$ cat config.mk
export PLATFORM = sky130hd
export DESIGN_NAME = swm_cell
export DESIGN_NICKNAME = d
export VERILOG_FILES = /design/src/hw/rtl/swm_pkg.sv /design/src/hw/rtl/swm_cell.sv
export SDC_FILE = /design/constraint.sdc
export NUM_CORES = 1
export LEC_CHECK = 0
export ABC_AREA = 1
export BUFFER_PORTS_ARGS = -buffer_cell sky130_fd_sc_hd__buf_2
export CAP_MARGIN = 20
export CORE_MARGIN = 5
export CORE_UTILIZATION = 55
export CTS_BUF_LIST = sky130_fd_sc_hd__clkbuf_2
export CTS_CLUSTER_SIZE = 12
export DETAILED_ROUTE_END_ITERATION = 8
export PLACE_DENSITY_LB_ADDON = 0.12
export SETUP_SLACK_MARGIN = 0.05
export SLEW_MARGIN = 20
export SYNTH_ARGS = -nofsm -noshare
export SYNTH_HDL_FRONTEND = slang
export SYNTH_SLANG_ARGS = --single-unit
$ cat constraint.sdc
create_clock -name clk -period 7.7 [get_ports clk]
set_clock_uncertainty 0.2 [all_clocks]
set_input_delay 1.54 -clock clk [delete_from_list [all_inputs] [get_ports clk]]
set_output_delay 1.54 -clock clk [all_outputs]
set_load 0.03 [all_outputs]
$ cat src/hw/rtl/swm_pkg.sv
// shared types and constants for the sliding window maximum unit
package swm_pkg;

  // window size register and candidate age counters
  localparam int CFG_W = 7;
  localparam int AGE_W = 7;
  localparam logic [CFG_W-1:0] WINDOW_SIZE_RESET = 7'd3;

  // per-cycle control broadcast to every cell of the chain
  typedef struct packed {
    logic             accept;  // a sample transaction is taken this cycle
    logic             purge;   // shift the row down by one, no new sample
    logic             clear;   // empty the row after this sample
    logic             drop;    // head candidate expires with this sample
    logic [CFG_W-1:0] k;       // effective window size
  } swm_ctl_t;

  function automatic logic [AGE_W-1:0] age_inc(input logic [AGE_W-1:0] a);
    age_inc = (a == '1) ? a : a + AGE_W'(1);
  endfunction

endpackage

$ cat src/hw/rtl/swm_cell.sv
// one candidate slot of the monotonic row, fed by its older and newer neighbors
module swm_cell
  import swm_pkg::*;
#(
  parameter int SAMPLE_WIDTH = 16
) (
  input  logic                    clk,
  input  logic                    rst,
  input  swm_ctl_t                ctl,
  input  logic [SAMPLE_WIDTH-1:0] sample,
  input  logic                    up_valid,
  input  logic [SAMPLE_WIDTH-1:0] up_value,
  input  logic [AGE_W-1:0]        up_age,
  input  logic                    prev_keep,
  output logic                    valid,
  output logic [SAMPLE_WIDTH-1:0] value,
  output logic [AGE_W-1:0]        age,
  output logic                    keep,
  output logic                    expired,
  output logic [SAMPLE_WIDTH-1:0] next_value
);

  logic                    valid_next;
  logic [SAMPLE_WIDTH-1:0] value_next;
  logic [AGE_W-1:0]        age_next;
  logic                    src_valid;
  logic [SAMPLE_WIDTH-1:0] src_value;
  logic [AGE_W-1:0]        src_age;

  // with the head dropping, every slot takes over its upper neighbor
  assign src_valid = ctl.drop ? up_valid : valid;
  assign src_value = ctl.drop ? up_value : value;
  assign src_age   = ctl.drop ? age_inc(up_age) : age_inc(age);

  assign keep    = src_valid && ($signed(src_value) > $signed(sample));
  assign expired = valid && (age_inc(age) >= ctl.k);

  always_comb begin
    valid_next = valid;
    value_next = value;
    age_next   = age;
    if (ctl.purge) begin
      valid_next = up_valid;
      value_next = up_value;
      age_next   = up_age;
    end else if (ctl.accept) begin
      if (keep) begin
        valid_next = 1'b1;
        value_next = src_value;
        age_next   = src_age;
      end else if (prev_keep) begin
        // first slot past the surviving candidates takes the new sample
        valid_next = 1'b1;
        value_next = sample;
        age_next   = '0;
      end else begin
        valid_next = 1'b0;
      end
      if (ctl.clear) begin
        valid_next = 1'b0;
      end
    end
  end

  assign next_value = value_next;

  always_ff @(posedge clk) begin
    if (rst) begin
      valid <= 1'b0;
    end else begin
      valid <= valid_next;
    end
  end

  always_ff @(posedge clk) begin
    value <= value_next;
    age   <= age_next;
  end

endmodule

==> Word-level counts from Yosys, hierarchy flattened <==
Cells that the tools add are included.
{ "classes": {"n_eq_ne": 2, "add_sub_neg": 2, "reduce_logical": 5, "n_lt_le_gt_ge": 2, "mux": 18} }
{ "ops": {"columns": ["op", "n"], "rows": [
  ["$mux W16", 5],
  ["$mux W7", 7],
  ["$gt A16 B16 Y1", 1],
  ["$add A7 B1 Y7 const B", 2],
  ["$eq A7 B7 Y1 const B", 2],
  ["$ge A7 B7 Y1", 1],
  ["$mux W1", 6],
  ["$reduce_bool A3 Y1", 1],
  ["$logic_and A1 B1 Y1", 2],
  ["$reduce_and A2 Y1", 1],
  ["$reduce_bool A2 Y1", 1]
]} }
{ "word_totals": {"inputBits": 54, "output_inout_bits": 42, "elab_cells": 32, "register_bits": 24} }

==> Logic depth before layout (Yosys ltp) <==
{ "depth": {"word_depth": 7, "depth_mapped": 18, "depth_no_buf": 16} }

==> Worst setup path before layout <==
No wires, ideal clock.
{ "synth_timing": {"kind": "input to output", "from": "input ctl[7] (netlist bit)", "to": "output next_value[4]", "required_ps": 5960, "t_arrival_ps": 3797, "path_stages": 18, "path_buffers": 3, "setup_slack_ps": 2163, "path_cell_list": "buf_2 inv_1 clkbuf_1 nand2_1 nand2_1 ha_1 nand2_2 inv_2 nand2_1 nand2_1 a21oi_2 nand3_1 nand2_2 nand3_4 buf_6 nand2_1 nand2_1 o21ai_1"} }
{ "synth_via": {"elab_chain_len": 6, "word_cells_on_any_way": 7, "cone_classes": "order compare: 1; mux: 5; reduce/logical: 1"} }
{ "synth_rtl": {"columns": ["element", "line", "source"], "rows": [
  ["start: declaration", "swm_cell.sv:9", "input swm_ctl_t ctl,"],
  ["$mux W16", "swm_cell.sv:32", "assign src_value = ctl.drop ? up_value : value;"],
  ["$gt A16 B16 Y1", "swm_cell.sv:35", "assign keep = src_valid && ($signed(src_value) > $signed(sample));"],
  ["$logic_and A1 B1 Y1", "swm_cell.sv:35", null],
  ["$mux W16 (*)", "swm_cell.sv:47", "if (keep) begin"],
  ["$mux W16 (*)", "swm_cell.sv:46", "end else if (ctl.accept) begin"],
  ["$mux W16 (*)", "swm_cell.sv:42", "if (ctl.purge) begin"],
  ["end: declaration", "swm_cell.sv:20", "output logic [SAMPLE_WIDTH-1:0] next_value"]
]} }
Mark *: on every way between the ends. The rest lies on a longest branch, timed or not.

==> Final worst setup path <==
{ "layout_timing": {"from": "input ctl[7] (netlist bit)", "to": "output next_value[15]"} }
The elaborated chain is that of the path after synthesis.

==> qor_table.md <==
| Parameter | Reported | Unit |
| --- | --- | --- |
| Most frequent cell on the critical path | sky130_fd_sc_hd__nand2_1 | - |
| Critical Path, Cell by Cell | buf_2 > inv_1 > nand2_1 > nand2_1 > ha_1 > nand2_1 > nor2_1 > nand2_2 > nor2_4 > nand2_2 > nand4_2 > nand3_4 > nand2_1 > nand2_1 > o21ai_1 > buf_2 | - |
| Share of Yosys cell area claimed by the top area cell type | 0.210 | - |
| Routed wire length per instance | 13.3 | µm |
| Y dimension of the die | 77.5 | µm |
| TritonCTS Buffers | 3 | - |
| Number of nets with antenna violations after detailed routing | 0 | - |
| Remaining global-route overflow | 0 | - |
| Worst endpoint required time | 5.96 | ns |
| Post-CTS setup buffer count | 0 | - |
| Initial DRC Count | 311 | - |
| Worst-skew pair later-pin latency | 0.38 | ns |
| # hold bufs at CTS | 0 | - |
| Vias in the first global route | 2746 | - |
| Cell types occupying the most area after synthesis | sky130_fd_sc_hd__nand2_1, sky130_fd_sc_hd__dfxtp_1, sky130_fd_sc_hd__ha_1 | - |
| Top-level port count | 96 | - |
| Post-synth top area cell | sky130_fd_sc_hd__nand2_1 | - |
| Final-layout setup total negative slack | 0 | ns |
| Post-DR vias/cell | 5.42 | - |
| Worst EP arrival | 4.62 | ns |
| Final HPWL from detailed placement | 5390 | µm |
| Antenna violations before repair | 0 | - |
| Fin. Hold Viols | 0 | - |
| Number of diodes | 0 | - |
| Fin util | 0.683 | - |
| Tightest hold margin | 0.412 | ns |
| Number of synthesized register bits | 24 | - |
| Starting Density | 0.572 | - |
| Pin count of the biggest net entering global routing | 37 | - |
| Clock transition at the registers of the reported paths | 0.27 | ns |
| Max FO, Critical Path | 36 | - |
| Count of final max-slew check failures | 0 | - |
| Outcome | completed | - |
| Minimum clock period after layout | 6.36 | ns |
| Length of the first detailed-routing pass in iterations | 5 | - |
| Proportion of register bits with asynchronous set or reset after synthesis | 0 | - |
| Number of warnings printed during yosys synthesis | 0 | - |
| Number of vias in the routed layout | 2915 | - |
| Die boundary width | 77.5 | µm |
| Total DRC errors in the routed layout | 0 | - |
| Final RePlAce weighted congestion | 0.920 | - |
| Kind of capture point of the worst setup path | primary output | - |
| Critical Path Slowest Stage Cell | sky130_fd_sc_hd__inv_1 | - |
| Final wirelength | 7150 | µm |
| Tot GR Track Use | 0.232 | - |
| Core region area | 4380 | µm² |
| Area of the mapped netlist | 2510 | µm² |
| Worst Setup Path Type | in2out | - |
| Buffering stage count on the worst path with inverters included | 3 | - |
| Buffer levels on the longest clock path | 2 | - |
| Slew @ Worst Pin | 0.883 | ns |
| Largest incremental delay on the critical path | 0.46 | ns |
| Worst hold-check path type | reg2reg | - |
| Core Rows | 24 | - |
| Sequential cell area | 551 | µm² |
| Resized Gates After CTS | 0 | - |
| Cell at the root of the clock tree | sky130_fd_sc_hd__clkbuf_2 | - |
| Global-route wire length before repair | 11900 | µm |
| Number of maximum-capacitance constraint violations | 0 | - |
| IR drop worst, VDD | 95.4 | µV |
| Average cell area after synthesis | 6.24 | µm² |
| Power density cells | 153 | nW/µm² |
| Achievable Freq | 157 | MHz |
| Number of nets in the layout | 566 | - |
| H-tree lvl count | 1 | - |
| Cell family with the largest share of critical-path delay | simple AND/OR/NAND/NOR gates | - |
| Main flop type after synthesis | sky130_fd_sc_hd__dfxtp_1 | - |
| Relative slew slack | 0.409 | - |
| Cell count after synthesis | 402 | - |
| Fraction of final layout cells with drive strength greater than 1 | 0.235 | - |
| RSZ-0062 raised after global routing | no | - |
| Sequential share of the synthesized area | 0.220 | - |
| Lkg Pwr | 1.73 | nW |
| Total clock sinks | 24 | - |
| Final cycle utilization of the critical path | 0.826 | - |
| Count of flip-flops with a built-in enable after synthesis | 7 | - |
| Total power | 0.458 | mW |
| Net Count, Synth | 481 | - |
| Final-report setup violation count | 0 | - |
| Buffers added on ports | 95 | - |
| Number of library cell types mapped by synthesis | 34 | - |
| Fill cell instance count of the final layout | 418 | - |
| Multi-input logic area | 1680 | µm² |
| Full die area | 6010 | µm² |
| CTS tree | built | - |
| Growth of design area from synthesis to finish | 19.5 | % |
| Launching element type of the critical path | input port | - |
## synthesized netlist by cell type, types with 7 or more instances
cell,instances
sky130_fd_sc_hd__o21ai_0,28
sky130_fd_sc_hd__edfxtp_1,7
sky130_fd_sc_hd__nand2_1,140
sky130_fd_sc_hd__nand3_1,14
sky130_fd_sc_hd__a22oi_1,17
sky130_fd_sc_hd__nor2_1,26
sky130_fd_sc_hd__clkbuf_1,10
sky130_fd_sc_hd__ha_1,25
sky130_fd_sc_hd__o21ai_1,16
sky130_fd_sc_hd__inv_1,52
sky130_fd_sc_hd__a21oi_1,11
sky130_fd_sc_hd__dfxtp_1,17
## metrics by stage
step	cell area (µm²)	std cells	setup slack (ns)
5_1_grt	3000	538	1.02
4_1_cts	2990	538	1.38
3_5_place_dp	2970	534	1.39
2_1_floorplan	2510	402	2.16
3_3_place_gp	2970	534	1.46
6_report	3000	538	1.34
## sequential cells by signal (all words and copies together) (netlist names)
register	flops
valid	1
value	16
age	7
## where the power goes
group          leakage (nW)  switching (mW)  internal, mW
combinational          1.50           0.160        0.0773
sequential            0.216          0.0153         0.147
clock                0.0140          0.0465        0.0113
## path summary, 6_finish.rpt
path / startpoint / end / slack, ns / depth (start not counted)
worst min register to register: value[7] / value[7] / 0.41 / 2
worst min-delay path: value[7] / value[7] / 0.41 / 2
worst max-delay path: ctl[7] / next_value[15] / 1.34 / 16
worst max register to register: value[15] / age[5] / 4.56 / 12
## cells in the final DEF, fill, tap and decap left out, drive strengths merged
master,instances
a21oi,12
a22oi,17
a31oi,2
buf,96
clkbuf,3
clkinv,1
dfxtp,17
edfxtp,7
ha,25
inv,53
mux2,1
mux2i,2
nand2,144
nand3,15
nand4,6
nor2,29
nor3,2
nor4,1
o2111ai,1
o21ai,44
o31ai,1
or2,1
or3,1
xnor2,2
xor2,3
## kinds of logic after synthesis
family / Yosys count / share of synthesized area
xor gates and xnor gates: 5 / 0.0175
buffers and inverters: 69 / 0.112
adders and majority gates: 25 / 0.125
AOI/OAI and AO/OA: 77 / 0.176
DFF: 24 / 0.220
and+or+nand+nor: 199 / 0.338
muxes: 3 / 0.0125
## metal layers
| layer | part of all wire | wire length (µm) | vias to the layer above | global-route usage |
|---|---|---|---|---|
| li1 | - | - | 1490 | - |
| met1 | 0.47 | 3330 | 1302 | 0.322 |
| met2 | 0.45 | 3200 | 117 | 0.370 |
| met3 | 0.078 | 555 | 6 | 0.0347 |
| met4 | 0.0081 | 58 | 0 | 0.0670 |
| met5 | 0 | 0 | - | 0 |
## tightest hold or removal path, delay by kind of cell (launching register included)
kind	cells	cell delay (ns)
flops	1	0.43
compound gates	2	0.17
## cell type report
| class | instances | share of cell area |
|---|---|---|
| Clock buffer | 3 | 0.00501 |
| Clock inverter | 1 | 0.00125 |
| Inverter | 53 | 0.0664 |
| Multi-Input combinational cell | 309 | 0.561 |
| Sequential cell | 24 | 0.184 |
| Tap cell | 52 | 0.0217 |
| Timing Repair Buffer | 96 | 0.161 |
Note: power is estimated with default switching activity, not from simulation.
